`src/rtl/qcts_pkg.sv`:
```
package qcts_pkg;

    localparam int PORT_SLOTS = 3;
    localparam int NUM_PORTS_DEFAULT = 3;
    localparam logic [7:0] MAX_SAMPLES_RESET = 8'd4;
    localparam logic signed [7:0] SPEED_MAX = 8'sd100;
    localparam logic signed [7:0] SPEED_MIN = -8'sd100;

    localparam logic [2:0] KIND_SAMPLE    = 3'd0;
    localparam logic [2:0] KIND_TICK      = 3'd1;
    localparam logic [2:0] KIND_SET_COUNT = 3'd2;
    localparam logic [2:0] KIND_SET_SPEED = 3'd3;
    localparam logic [2:0] KIND_TARGET    = 3'd4;

    typedef struct packed {
        logic [2:0]          kind;
        logic [1:0]          port;
        logic [5:0]          pins;
        logic signed [31:0]  value;
        logic signed [7:0]   speed;
        logic                brake;
    } cmd_t;

    typedef struct packed {
        logic signed [31:0]  count_sel;
        logic signed [7:0]   speed_sel;
        logic signed [7:0]   drive_a;
        logic signed [7:0]   drive_b;
        logic signed [7:0]   drive_c;
        logic                brake_a;
        logic                brake_b;
        logic                brake_c;
        logic                sampling_on;
    } res_t;

endpackage

```
`src/rtl/quadrature_counter_target_stop.sv`:
```
// Quadrature counter with target stop for up to three motor ports. Each command beat is
// taken into an input register and then finished into a result register, so the block
// accepts one beat per clock while not stalled; it stalls its input only while a finished
// result is held back by the output stall. Pin samples count each port on a change of its
// edge bit while sampling is on, ticks restart sampling and stop ports that have reached
// a nonzero target, and the other kinds set the count, the speed or the target of one
// port. The sample limit register may only be written while no beat is in flight.
module quadrature_counter_target_stop
    import qcts_pkg::*;
#(
    parameter int NUM_PORTS = NUM_PORTS_DEFAULT
)
(
    input  logic       clk,
    input  logic       rst_n,
    input  logic       cfg_wen,
    input  logic [7:0] cfg_wdata,
    input  logic       cmd_valid,
    output logic       cmd_stall,
    input  cmd_t       cmd,
    output logic       res_valid,
    input  logic       res_stall,
    output res_t       res
);

    localparam logic [2:0] PORT_LIMIT = 3'(NUM_PORTS);

    logic [7:0]         max_samples_reg;
    logic               cmd_valid_reg;
    cmd_t               cmd_reg;
    logic               res_valid_reg;
    res_t               res_reg;
    res_t               res_next;
    logic               advance;

    logic [31:0]        pos_reg    [PORT_SLOTS];
    logic [31:0]        pos_next   [PORT_SLOTS];
    logic [31:0]        tgt_reg    [PORT_SLOTS];
    logic [31:0]        tgt_next   [PORT_SLOTS];
    logic signed [7:0]  spd_reg    [PORT_SLOTS];
    logic signed [7:0]  spd_next   [PORT_SLOTS];
    logic               edge_reg   [PORT_SLOTS];
    logic               edge_next  [PORT_SLOTS];
    logic signed [7:0]  drv_reg    [PORT_SLOTS];
    logic signed [7:0]  drv_next   [PORT_SLOTS];
    logic               brk_reg    [PORT_SLOTS];
    logic               brk_next   [PORT_SLOTS];
    logic [7:0]         samples_reg;
    logic [7:0]         samples_next;
    logic               sampling_reg;
    logic               sampling_next;
    logic               sel_ok;
    logic signed [7:0]  sat_spd;

    function automatic logic [31:0] magnitude(input logic [31:0] v);
        return v[31] ? (32'd0 - v) : v;
    endfunction

    assign advance   = cmd_valid_reg && (!res_valid_reg || !res_stall);
    assign cmd_stall = cmd_valid_reg && !advance;
    assign res_valid = res_valid_reg;
    assign res       = res_reg;
    assign sel_ok    = {1'b0, cmd_reg.port} < PORT_LIMIT;

    always_comb
    begin
        if (cmd_reg.speed > SPEED_MAX)
        begin
            sat_spd = SPEED_MAX;
        end
        else if (cmd_reg.speed < SPEED_MIN)
        begin
            sat_spd = SPEED_MIN;
        end
        else
        begin
            sat_spd = cmd_reg.speed;
        end
    end

    always_comb
    begin
        pos_next      = pos_reg;
        tgt_next      = tgt_reg;
        spd_next      = spd_reg;
        edge_next     = edge_reg;
        drv_next      = drv_reg;
        brk_next      = brk_reg;
        samples_next  = samples_reg;
        sampling_next = sampling_reg;
        if (advance)
        begin
            case (cmd_reg.kind)
                KIND_SAMPLE:
                begin
                    if (sampling_reg)
                    begin
                        if (samples_reg != 8'hFF)
                        begin
                            samples_next = samples_reg + 8'd1;
                        end
                        if (samples_next > max_samples_reg)
                        begin
                            sampling_next = 1'b0;
                        end
                        for (int p = 0; p < PORT_SLOTS; p++)
                        begin
                            if (p < NUM_PORTS && cmd_reg.pins[2*p] != edge_reg[p])
                            begin
                                if (cmd_reg.pins[2*p] != cmd_reg.pins[2*p+1])
                                begin
                                    pos_next[p] = pos_reg[p] + 32'd1;
                                end
                                else
                                begin
                                    pos_next[p] = pos_reg[p] - 32'd1;
                                end
                                edge_next[p] = cmd_reg.pins[2*p];
                            end
                        end
                    end
                end
                KIND_TICK:
                begin
                    samples_next  = 8'd0;
                    sampling_next = 1'b1;
                    for (int p = 0; p < PORT_SLOTS; p++)
                    begin
                        if (p < NUM_PORTS && spd_reg[p] != 8'sd0 && tgt_reg[p] != 32'd0 &&
                            magnitude(pos_reg[p]) >= magnitude(tgt_reg[p]))
                        begin
                            spd_next[p] = 8'sd0;
                            drv_next[p] = 8'sd0;
                            brk_next[p] = 1'b1;
                        end
                    end
                end
                KIND_SET_COUNT:
                begin
                    if (sel_ok)
                    begin
                        pos_next[cmd_reg.port] = cmd_reg.value;
                    end
                end
                KIND_SET_SPEED:
                begin
                    if (sel_ok)
                    begin
                        spd_next[cmd_reg.port] = sat_spd;
                        drv_next[cmd_reg.port] = sat_spd;
                        brk_next[cmd_reg.port] = cmd_reg.brake;
                    end
                end
                KIND_TARGET:
                begin
                    if (sel_ok)
                    begin
                        tgt_next[cmd_reg.port] = cmd_reg.value;
                        spd_next[cmd_reg.port] = sat_spd;
                    end
                end
                default:
                begin
                end
            endcase
        end
    end

    always_comb
    begin
        res_next.count_sel   = sel_ok ? pos_next[cmd_reg.port] : 32'sd0;
        res_next.speed_sel   = sel_ok ? spd_next[cmd_reg.port] : 8'sd0;
        res_next.drive_a     = drv_next[0];
        res_next.drive_b     = drv_next[1];
        res_next.drive_c     = drv_next[2];
        res_next.brake_a     = brk_next[0];
        res_next.brake_b     = brk_next[1];
        res_next.brake_c     = brk_next[2];
        res_next.sampling_on = sampling_next;
    end

    always_ff @(posedge clk or negedge rst_n)
    begin
        if (!rst_n)
        begin
            max_samples_reg <= MAX_SAMPLES_RESET;
            cmd_valid_reg   <= 1'b0;
            res_valid_reg   <= 1'b0;
            samples_reg     <= 8'd0;
            sampling_reg    <= 1'b1;
            for (int p = 0; p < PORT_SLOTS; p++)
            begin
                pos_reg[p]  <= 32'd0;
                tgt_reg[p]  <= 32'd0;
                spd_reg[p]  <= 8'sd0;
                edge_reg[p] <= 1'b0;
                drv_reg[p]  <= 8'sd0;
                brk_reg[p]  <= 1'b0;
            end
        end
        else
        begin
            if (cfg_wen)
            begin
                max_samples_reg <= cfg_wdata;
            end
            if (!cmd_stall)
            begin
                cmd_valid_reg <= cmd_valid;
            end
            if (advance)
            begin
                res_valid_reg <= 1'b1;
            end
            else if (!res_stall)
            begin
                res_valid_reg <= 1'b0;
            end
            samples_reg  <= samples_next;
            sampling_reg <= sampling_next;
            pos_reg      <= pos_next;
            tgt_reg      <= tgt_next;
            spd_reg      <= spd_next;
            edge_reg     <= edge_next;
            drv_reg      <= drv_next;
            brk_reg      <= brk_next;
        end
    end

    always_ff @(posedge clk)
    begin
        if (cmd_valid && !cmd_stall)
        begin
            cmd_reg <= cmd;
        end
        if (advance)
        begin
            res_reg <= res_next;
        end
    end

    // The input side is held only by a finished result that is still waiting.
    a_stall_cause: assert property (@(posedge clk) disable iff (!rst_n)
        cmd_stall |-> (res_valid_reg && res_stall))
        else $error("input stalled without a waiting result");

    // Sampling is only ever suspended after at least one sample beat in the period.
    a_suspend_count: assert property (@(posedge clk) disable iff (!rst_n)
        !sampling_reg |-> (samples_reg != 8'd0))
        else $error("sampling suspended with an empty period");

    // The brake of port A is only applied by a tick or a speed command.
    a_brake_source: assert property (@(posedge clk) disable iff (!rst_n)
        (!brk_reg[0] && brk_next[0]) |->
            (advance && (cmd_reg.kind == KIND_TICK || cmd_reg.kind == KIND_SET_SPEED)))
        else $error("brake applied by an unexpected beat");

endmodule

```
`config.mk`:
```
export PLATFORM = sky130hd
export DESIGN_NAME = quadrature_counter_target_stop
export DESIGN_NICKNAME = d
export VERILOG_FILES = /design/src/rtl/qcts_pkg.sv /design/src/rtl/quadrature_counter_target_stop.sv
export SDC_FILE = /design/constraint.sdc
export NUM_CORES = 1
export LEC_CHECK = 0
export BUFFER_PORTS_ARGS = -buffer_cell sky130_fd_sc_hd__buf_4
export CORE_ASPECT_RATIO = 0.5
export CORE_MARGIN = 5
export CORE_UTILIZATION = 65
export DETAILED_ROUTE_END_ITERATION = 10
export GPL_ROUTABILITY_DRIVEN = 1
export GPL_TIMING_DRIVEN = 1
export MAX_ROUTING_LAYER = met4
export PLACE_DENSITY_LB_ADDON = 0.25
export SLEW_MARGIN = 10
export SYNTH_ARGS = -nofsm -noshare
export SYNTH_HDL_FRONTEND = slang
export SYNTH_SLANG_ARGS = --single-unit
```
`constraint.sdc`:
```
create_clock -name clk -period 8.7 [get_ports clk]
set_clock_uncertainty 0.15 [all_clocks]
set_input_delay 0.435 -clock clk [delete_from_list [all_inputs] [get_ports clk]]
set_output_delay 0.435 -clock clk [all_outputs]
set_load 0.01 [all_outputs]
```
# Word level (Yosys, flattened, before mapping)
# Index checks and enable logic that the tools add are counted.
# word_totals
ff_bits	385
inputBits	65
out_inout_bits	70
elab_cells	168
# op_classes
addsub	13
magnitude_cmp	9
eq_ne	13
muxes	65
n_bitwise	1
reduce_logical	29
# op_table
op	n
$mux 32	15
$mux 96	3
$bwmux 96	2
$pmux 96 s2	1
$sub 1x32->32 const A	6
$mux 8	16
$add 32x1->32 const B	3
$ge 32x32->1	3
$mux 24	4
$pmux 24 s2	2
$reduce_bool 32->1	3
$sub 32x1->32 const B	3
$bmux 32 s2	1
$demux 32 s2	1
$bwmux 24	2
$reduce_bool 8->1	3
$bmux 8 s2	1
$demux 8 s2	1
$pmux 8 s2	1
$reduce_and 4->1	3
$logic_and 1x1->1	10
$mux 1	9
$add 8x1->8 const B	1
$gt 8x8->1	1
24 further kinds	35

# Longest topological paths before layout
# Gate-level depths: netlist of run 1.
# depth
depth_word	12
ltp_mapped	20
mapped_depth_nobuf	20

# Least setup slack after synthesis of run 1
# No wires, ideal clock.
# synth_timing
path_type	register to register
startpoint	register tgt_reg[0] (netlist name)
endpoint	register res_reg (netlist bit res[28]) (data pin)
setup_ps	254
t_arrival_ps	4860
required_ps	8296
path_slack_ps	3436
path_stages_with_launch	19
n_path_buf	0
synth_period_minus_slack_ps	5264
cell_sequence	dfrtp_1 > inv_1 > ha_1 > or4b_2 > or3_1 > nor2_1 > nand2_1 > o41ai_1 > xor2_1 > ha_1 > and4_1 > nand4_1 > or4b_2 > o221ai_1 > o21bai_1 > nor2_1 > nor3_1 > a221o_1 > a21o_1
# synth_between
elab_chain_len	10
word_cells_on_any_way	12
classes_between	add/sub (1); order compare (1); mux (7); reduce/logical (3)
# synth_lines
item	line	rtl
start, declared	quadrature_counter_target_stop.sv:38	logic [31:0] tgt_reg [PORT_SLOTS];
start signal, assigned	quadrature_counter_target_stop.sv:222	tgt_reg <= tgt_next;
$sub 1x32->32	quadrature_counter_target_stop.sv:56	return v[31] ? (32'd0 - v) : v;
$mux 32	quadrature_counter_target_stop.sv:56	
$ge 32x32->1	quadrature_counter_target_stop.sv:130	magnitude(pos_reg[p]) >= magnitude(tgt_reg[p]))
$logic_and 1x1->1 *	quadrature_counter_target_stop.sv:129	if (p < NUM_PORTS && spd_reg[p] != 8'sd0 && tgt_reg[p] != 32'd0 &&
$mux 8 *	quadrature_counter_target_stop.sv:129	
$pmux 24 s2 *	quadrature_counter_target_stop.sv:93	case (cmd_reg.kind)
$mux 24 *	quadrature_counter_target_stop.sv:91	if (advance)
$bmux 8 s2 *	quadrature_counter_target_stop.sv:172	res_next.speed_sel = sel_ok ? spd_next[cmd_reg.port] : 8'sd0;
$mux 8 (implied by the code) * (2 in a row)	quadrature_counter_target_stop.sv:172	
end signal, assigned	quadrature_counter_target_stop.sv:238	res_reg <= res_next;
end, declared	quadrature_counter_target_stop.sv:32	res_t res_reg;
# Mark *: on every way between the ends. The rest lies on a longest branch, timed or not. The select of a mux whose other input is x is not followed.
# A chain may end at the register's enable or synchronous reset.

# Final worst setup path of run 1
# layout_timing
startpoint	register pos_reg[3] (netlist name)
endpoint	register res_reg (netlist bit res[28]) (data pin)
# layout_between
elab_chain_len	10
# layout_lines
item	line	rtl
start, declared	quadrature_counter_target_stop.sv:36	logic [31:0] pos_reg [PORT_SLOTS];
start signal, assigned	quadrature_counter_target_stop.sv:221	pos_reg <= pos_next;
$sub 1x32->32	quadrature_counter_target_stop.sv:56	
$mux 32 *	quadrature_counter_target_stop.sv:56	
$ge 32x32->1 *	quadrature_counter_target_stop.sv:130	
$logic_and 1x1->1 *	quadrature_counter_target_stop.sv:129	
$mux 8 *	quadrature_counter_target_stop.sv:129	
$pmux 24 s2 *	quadrature_counter_target_stop.sv:93	
$mux 24 *	quadrature_counter_target_stop.sv:91	
$bmux 8 s2 *	quadrature_counter_target_stop.sv:172	
$mux 8 (implied by the code) * (2 in a row)	quadrature_counter_target_stop.sv:172	
# Marks and branches as above.

==> results of run 1 <==
## metal layers
layer	vias to the layer above	GRT usage, %
met5	-	-
met4	0	13.05
met3	285	11.36
met2	1707	56.83
met1	11670	59.04
li1	10710	-
## per-stage QoR
| stage | power, W | util, % |
|---|---|---|
| global placement | 0.005066 | 69.72 |
| global route | 0.007339 | 74.38 |
| CTS | 0.006866 | 74.37 |
| detailed placement | 0.005149 | 69.72 |
| finish | 0.007000 | 74.38 |
| floorplan | 0.004286 | - |
## worst max path at each step
stage                     slack [ns]        from      end
after floorplan                 3.44  tgt_reg[0]  res[28]
after global placement          2.61  pos_reg[5]  res[28]
after detailed placement        2.48  pos_reg[3]  res[28]
after CTS                       2.46  pos_reg[3]  res[28]
after global routing            1.85  pos_reg[3]  res[28]
final                           2.28  pos_reg[3]  res[28]
## report_power, final
group	internal (W)	switching, W	total, W
clock	0.000899	0.000795	0.00169
combinational	0.00113	0.00167	0.00280
sequential	0.00215	0.000353	0.00251
## worst max-delay path: cells and delay by family (launching register included)
| kind | cells | cell delay (ns) |
|---|---|---|
| compound gates | 5 | 1.23 |
| xor+xnor | 1 | 0.11 |
| fa+ha+maj | 1 | 0.30 |
| flops | 1 | 0.45 |
| simple gates | 10 | 3.94 |
## cell usage in the layout (no fill, tap or decap), types with 18 or more instances in the layout
cell type	Yosys	layout
nand2b_1	31	31
nor3_1	51	47
clkbuf_16	0	37
or3_1	26	26
ha_1	202	202
a22o_1	32	32
nor4_1	18	18
nand4_1	30	30
o31ai_1	63	63
o22ai_1	25	25
o21ai_0	222	221
a222oi_1	28	28
nand3_1	60	60
a21oi_1	143	143
buf_4	0	173
mux2i_1	27	27
dfrtp_1	263	263
xor2_1	124	124
dlygate4sd3_1	0	65
a211oi_1	18	18
xnor2_1	134	134
edfxtp_1	120	120
a22oi_1	45	45
nor2_1	134	134
nor2b_1	19	18
o41ai_1	27	27
or4_1	22	22
a21o_1	90	90
mux2_2	103	103
nand2_1	275	275
inv_1	88	87
## cell type report
type / instances / area [um^2]
Antenna cell: 1 / 2.502
Clock buffer: 48 / 1007
Clock inverter: 19 / 219.0
Timing Repair Buffer: 240 / 1984
Multi-Input combinational cell: 2172 / 15540
Inverter: 88 / 331.6
Fill cell: 2794 / 10340
Tap cell: 540 / 675.6
Sequential cell: 385 / 10240
## repair_timing
item | 4_1_cts | 5_1_grt
endpoints found under the hold margin | 167 | 0
resized for setup | 0 | 0
hold buffers | 65 | 0
## synthesized netlist by cell type (all sizes together), types with 61 or more instances
library cell / count
nand2: 275
a21oi: 143
dfrtp: 263
xor2: 124
o31ai: 63
inv: 88
a21o: 90
o21ai: 228
edfxtp: 120
xnor2: 134
clkbuf: 85
nand3: 61
mux2: 103
ha: 202
nor2: 135
## cells by family (layout without fill, tap and decap cells)
logic type      Yosys count  after routing  synth area share [%]
flops                   385            385                 38.67
fa+ha+maj               205            205                 9.773
buf+inv                 190            395                 2.732
compound gates          843            843                 21.49
xor+xnor                258            258                 8.535
simple gates            736            736                 13.40
mux                     130            130                 5.402
other cells               0              1                     0
==> metrics.md, run 1 <==
| Metric | Value |
|---|---|
| WL met2 | 37950 um |
| EDFF count, synth | 120 |
| CTS root buf | clkbuf_16 |
| 1st-iter DRT viols | 3451 |
| Vias in the first global route | 22970 |
| Syn nets | 3017 |
| Met1 wire length | 38950 um |
| # DRC | 0 |
| Post-synth top flop | dfrtp_1 |
| Cells along the critical path | nor4_1 -> nand2b_1 -> nor2_1 -> nand3_1 -> or4_1 -> o31ai_1 -> xnor2_1 -> ha_1 -> and4_1 -> nand4_1 -> or4b_2 -> o221ai_1 -> o21bai_1 -> nor2_1 -> nor3_1 -> a221o_1 -> a21o_1 |
| WHS Endpoint | max_samples_reg[3] |
| RR Endpoint | res[28] |
| Post-synth ARST share | 68.83% |
| Num CTS Buffers | 37 |
| Met3 WL | 11940 um |
| Post-synth top area cell | dfrtp_1 |
| Final Critical Period | 6.419 ns |
| R2r setup slk | 2.28 ns |
| Hold Crit Depth | 2 |
| Slowest cell on crit path | or4b_2 |
| Final GP Congestion | 1.006 |
| Setup WS pre-CTS | 2.479 ns |
| Layout overhead on the synthesized area | 13.32% |
| Dpl cell area | 0.02812 mm^2 |
| Hold WS | 0.03726 ns |
| Layout cells sized above 1 | 13.08% |
| WS Path Type | reg2reg |
| Clk_lat worst skew | 0.57 ns |
| Status | completed |
| Hold Startpoint | cfg_wen |
| # nets final | 3194 |
| Post-Layout Cell Count | 3493 |
| Synthesized area | 0.02648 mm^2 |
| Final hold vios | 0 |
| Fmax achieved | 155.8 MHz |
| R2r worst-path depth | 17 |
| Antenna-violating nets left | 0 |
| Port Buffers | 134 |
| H-Tree Level Count | 2 |
| Largest net degree at the start of global routing | 159 |
| Core ar. | 0.04034 mm^2 |
| Design Area, Final | 0.03000 mm^2 |
| Clock sinks | 385 |
| I/O Pins | 135 |
| Remaining global-route overflow | 0 |
| Fin crit share | 73.78% |
| Post-DR wirelength/cell | 26.48 um |
| Initial Util | 65.63% |
| Synth warn | 0 |
| CTS tree | yes |
| Max IR drop VDD | 193.9 uV |
| Total vias in the final route | 24360 |
| Drt total wl | 92490 um |
| Total Neg Setup Slack | 0 ns |
| Max-cap viol count | 0 |
| Deepest clock path buffer count | 3 |
| First-pass GRT wire length | 140200 um |
| Slew headroom | 16.47% |
| Crit end category | flip-flop |
| Synth top area share | 24.86% |
| CP peak stage delay | 0.67 ns |
| Worst R2R Start | pos_reg[3] |
| Post-synthesis cell type count | 80 |
| Worst-path maximum fanout | 10 |
| Cells after Synth | 2747 |
| Pwr Density | 233.3 mW/mm^2 |
| Critical Path RT | 8.87 ns |
| First-pass detailed-route iteration total | 7 |
| Die area | 0.04511 mm^2 |
| Seq cells post-synth | 385 |
| Die width | 295.4 um |
| Most used cell, CP | nor2_1 |
| Seq/Total Area, Yosys | 38.67% |
| Synth top area cells | dfrtp_1, edfxtp_1, ha_1 |
| Critical Path Start Type | flip-flop |
| DP HPWL | 65790 um |
| Placed cells | 3360 |
| Fin worst setup slack | 2.281 ns |
| Finish-stage setup viols | 0 |
| Slew Viols, Final | 0 |
| Number of post-CTS setup repair buffers | 0 |
| Leakage | 13.61 nW |
| Top layer in use | met4 |
| Core Rows | 52 |
| WP data arrival | 6.59 ns |
| Die Ht | 152.7 um |
| Hold Crit Class | in2reg |
| Clock-pin slew on the worst setup and hold paths | 0.07 ns |
| Gr usage total | 41.17% |
| Least-Margin Pin Slew | 1.245 ns |
| Via density | 6.975 |
| Antenna violations before repair | 2 |
| RSZ-0062 raised after global routing | no |
| Syn Area/Cell | 9.638 um^2 |
Power figures use the tool's default switching activity.
==> run 2: changes to the inputs <==
CORE_UTILIZATION = 57   (was 65)
clock period = 5.4 ns   (was 8.7 ns; I/O delays follow)
==> run 2 against run 1 <==
Net effect:
- die area rose by 13%
- combinational power increased by 69%
- setup slack lost 2.1 ns
- sequential power up 61%
- non-clock buffer count up 90
- global-route usage decreased by 5.1 points
- worst hold slack better by 0.029 ns
- critical path type unchanged
- largest cell class unchanged
- largest power group unchanged
- highest routed layer unchanged
==> metrics.md, run 2 (synthesized netlist as in run 1, its figures left out) <==
| Metric | Value |
|---|---|
| WP data arrival | 5.51 ns (-1.08 ns) |
| # DRC | 0 (unchanged) |
| Comb power frac | 40.1% (about the same) |
| Max IR drop VDD | 244.1 uV (+26%) |
| Final GP Congestion | 1.057 (+5.1%) |
| Leading cell type in the layout, fill and taps excluded | nand2_1 |
| Critical Path RT | 5.67 ns (-3.20 ns) |
| Slew headroom | 17.83% (+1.4 points) |
| Post-DR wirelength/cell | 25.27 um (-4.6%) |
| Clock-pin slew on the worst setup and hold paths | 0.07 ns (about the same) |
| Hold WS | 0.06619 ns (+0.02893 ns) |
| Clk_lat worst skew | 0.57 ns (about the same) |
| Most frequent cells in the layout | nand2_1, dfrtp_1, buf_4 |
| 1st-iter DRT viols | 3499 (+1.4%) |
| First-pass detailed-route iteration total | 6 (-1) |
| GR Util met3 | 9.943% (-1.4 points) |
| Die area | 0.05112 mm^2 (+13%) |
| Final hold vios | 0 (unchanged) |
| Core Rows | 55 (+5.8%) |
| Pwr Density | 378.8 mW/mm^2 (+62%) |
| Cells along the critical path | nor3_1 -> nand2_1 -> or2_2 -> or4_1 -> nand2b_1 -> buf_4 -> o21ai_0 -> xor2_1 -> ha_1 -> a21o_1 -> a21o_1 -> a21oi_1 -> o21ai_1 -> a2111oi_2 -> a21o_1 -> a21oi_1 -> buf_4 -> o21bai_4 -> a22o_1 |
| Port Buffers | 134 (unchanged) |
| Int Pwr | 0.007242 W (+73%) |
| Flop pwr share | 34.2% (-1.6 points) |
| Final Critical Period | 5.241 ns (-1.177 ns) |
| Gr usage total | 36.12% (-5.1 points) |
| M1 GR Usage | 50.99% (-8.0 points) |
| Drt total wl | 92780 um (+0.31%) |
| CTS root buf | clkbuf_16 |
| Final-layout fill cell count | 3555 (+27%) |
| M2 GR Usage | 50.62% (-6.2 points) |
| Vias in the first global route | 22530 (-1.9%) |
| Slowest cell on crit path | or4_1 |
| Most used cell, CP | a21o_1 |
| Psw | 0.004593 W (+63%) |
| Remaining global-route overflow | 0 (unchanged) |
| Die width | 314.8 um (+6.6%) |
| Fmax achieved | 190.8 MHz (+22%) |
| Critical Path Start Type | flip-flop |
| Slew Viols, Final | 0 (unchanged) |
| Crit end category | flip-flop |
| # nets final | 3284 (+2.8%) |
| Register area | 0.01024 mm^2 (unchanged) |
| Max-cap viol count | 0 (unchanged) |
| Core ar. | 0.04556 mm^2 (+13%) |
| I/O Pins | 135 (unchanged) |
| Total Neg Setup Slack | 0 ns (unchanged) |
| Multi-input logic area | 0.01579 mm^2 (+1.6%) |
| Initial Util | 58.12% (-7.5 points) |
| Num CTS Buffers | 37 (unchanged) |
| Deepest clock path buffer count | 3 (unchanged) |
| Worst-path maximum fanout | 7 (-3) |
| Largest net degree at the start of global routing | 148 (-6.9%) |
| Layout cells sized above 1 | 16.43% (+3.4 points) |
| Least-Margin Pin Slew | 1.225 ns (-0.02025 ns) |
| DP HPWL | 67560 um (+2.7%) |
| Leakage | 14.18 nW (+4.2%) |
| Fin crit share | 97.06% (+23 points) |
| Via density | 6.687 (-4.1%) |
| Total vias in the final route | 24560 (+0.78%) |
| First-pass GRT wire length | 138300 um (-1.3%) |
| Hold Crit Class | in2async |
| Status | completed |
| H-Tree Level Count | 2 (unchanged) |
| WS Path Type | reg2reg |
| Antenna violations before repair | 1 (-1) |
| CTS tree | yes |
| Layout overhead on the synthesized area | 18.01% |
| Switching Fraction | 38.81% (-1.5 points) |
| Die Ht | 162.4 um (+6.3%) |
| Clock sinks | 385 (unchanged) |
| Finish-stage setup viols | 0 (unchanged) |
| Antenna-violating nets left | 0 (unchanged) |
| CP peak stage delay | 0.56 ns (-0.11 ns) |
| Clk pwr share | 25.8% (+1.6 points) |
| Most Crowded Layer GR | met1 |
-- run 2: cell count changes in the layout (fill, tap and decap cells not counted), moves of 5 or more --
cell           change
or3_4              +5
buf_4             +75
or3_1              -5
bufinv_16          +6
o31ai_1            -5
dlygate4sd3_1     +14
-- run 2: power groups by stage --
stage,Sequential [W],Clock (W),Combinational [W]
final,0.00404,0.00305,0.00474
after global routing,0.00407,0.00318,0.00516
after CTS,0.00400,0.00305,0.00449
after detailed placement,0.00405,0,0.00437
after global placement,0.00404,0,0.00428
after floorplan,0.00387,0,0.00303
-- run 2: worst paths after layout --
kind,startpoint,to,slack (ns),cells past startpoint
worst min register to register,drv_reg[13],drv_reg[13],0.35,1
worst max register to register,tgt_reg[33],res[15],0.16,19
worst max-delay path,tgt_reg[33],res[15],0.16,19
min in group clk,cmd[1],cmd_reg[1],0.27,2
worst min-delay path,rst_n,max_samples_reg[1],0.07,2
max in group asynchronous,rst_n,tgt_reg[70],3.68,3
-- run 2: area by class of cell --
cell class / count / area share (%)
diodes: 2 / 0.01602
clock buffers: 46 / 3.336
clock inverters: 22 / 1.121
inverters: 88 / 1.061
multi-input cells: 2172 / 50.55
flip-flops and latches: 385 / 32.77
well taps: 627 / 2.511
repair buffers: 330 / 8.638
-- run 2: critical path, delay by kind of cell, from the launching register on --
family | cells | cell delay, ns
xor gates and xnor gates | 1 | 0.19
buffers and inverters | 2 | 0.40
DFF | 1 | 0.42
and+or+nand+nor | 5 | 1.44
adders and majority gates | 1 | 0.28
AOI/OAI and AO/OA | 10 | 2.25
-- run 2: through the flow --
stage,instance area (um^2),power [W],utilization [%],cells,setup slack (ns)
after floorplan,26480,0.006905,-,2747,0.1364
final,31240,0.01184,68.58,3672,0.1589
after global placement,28760,0.008314,63.13,3519,0.07044
after global routing,31240,0.01242,68.58,3671,-0.03713
after detailed placement,28760,0.008423,63.13,3519,-0.09954
after CTS,30980,0.01154,68.01,3666,0.01548
-- run 2: metal layers --
metal	wire (um)	share of wire, %
met5	0	0
met4	3754	4.0
met3	11830	13
met1	39010	42
met2	38180	41
-- run 2: repair_timing --
| action | CTS | global route |
|---|---|---|
| endpoints found under the setup margin | 13 | 62 |
| endpoints found under the hold margin | 122 | 0 |
| hold buffers | 79 | 0 |
| gates resized for setup | 7 | 47 |
| buffers inserted | 0 | 4 |
| pin swaps | 1 | 13 |
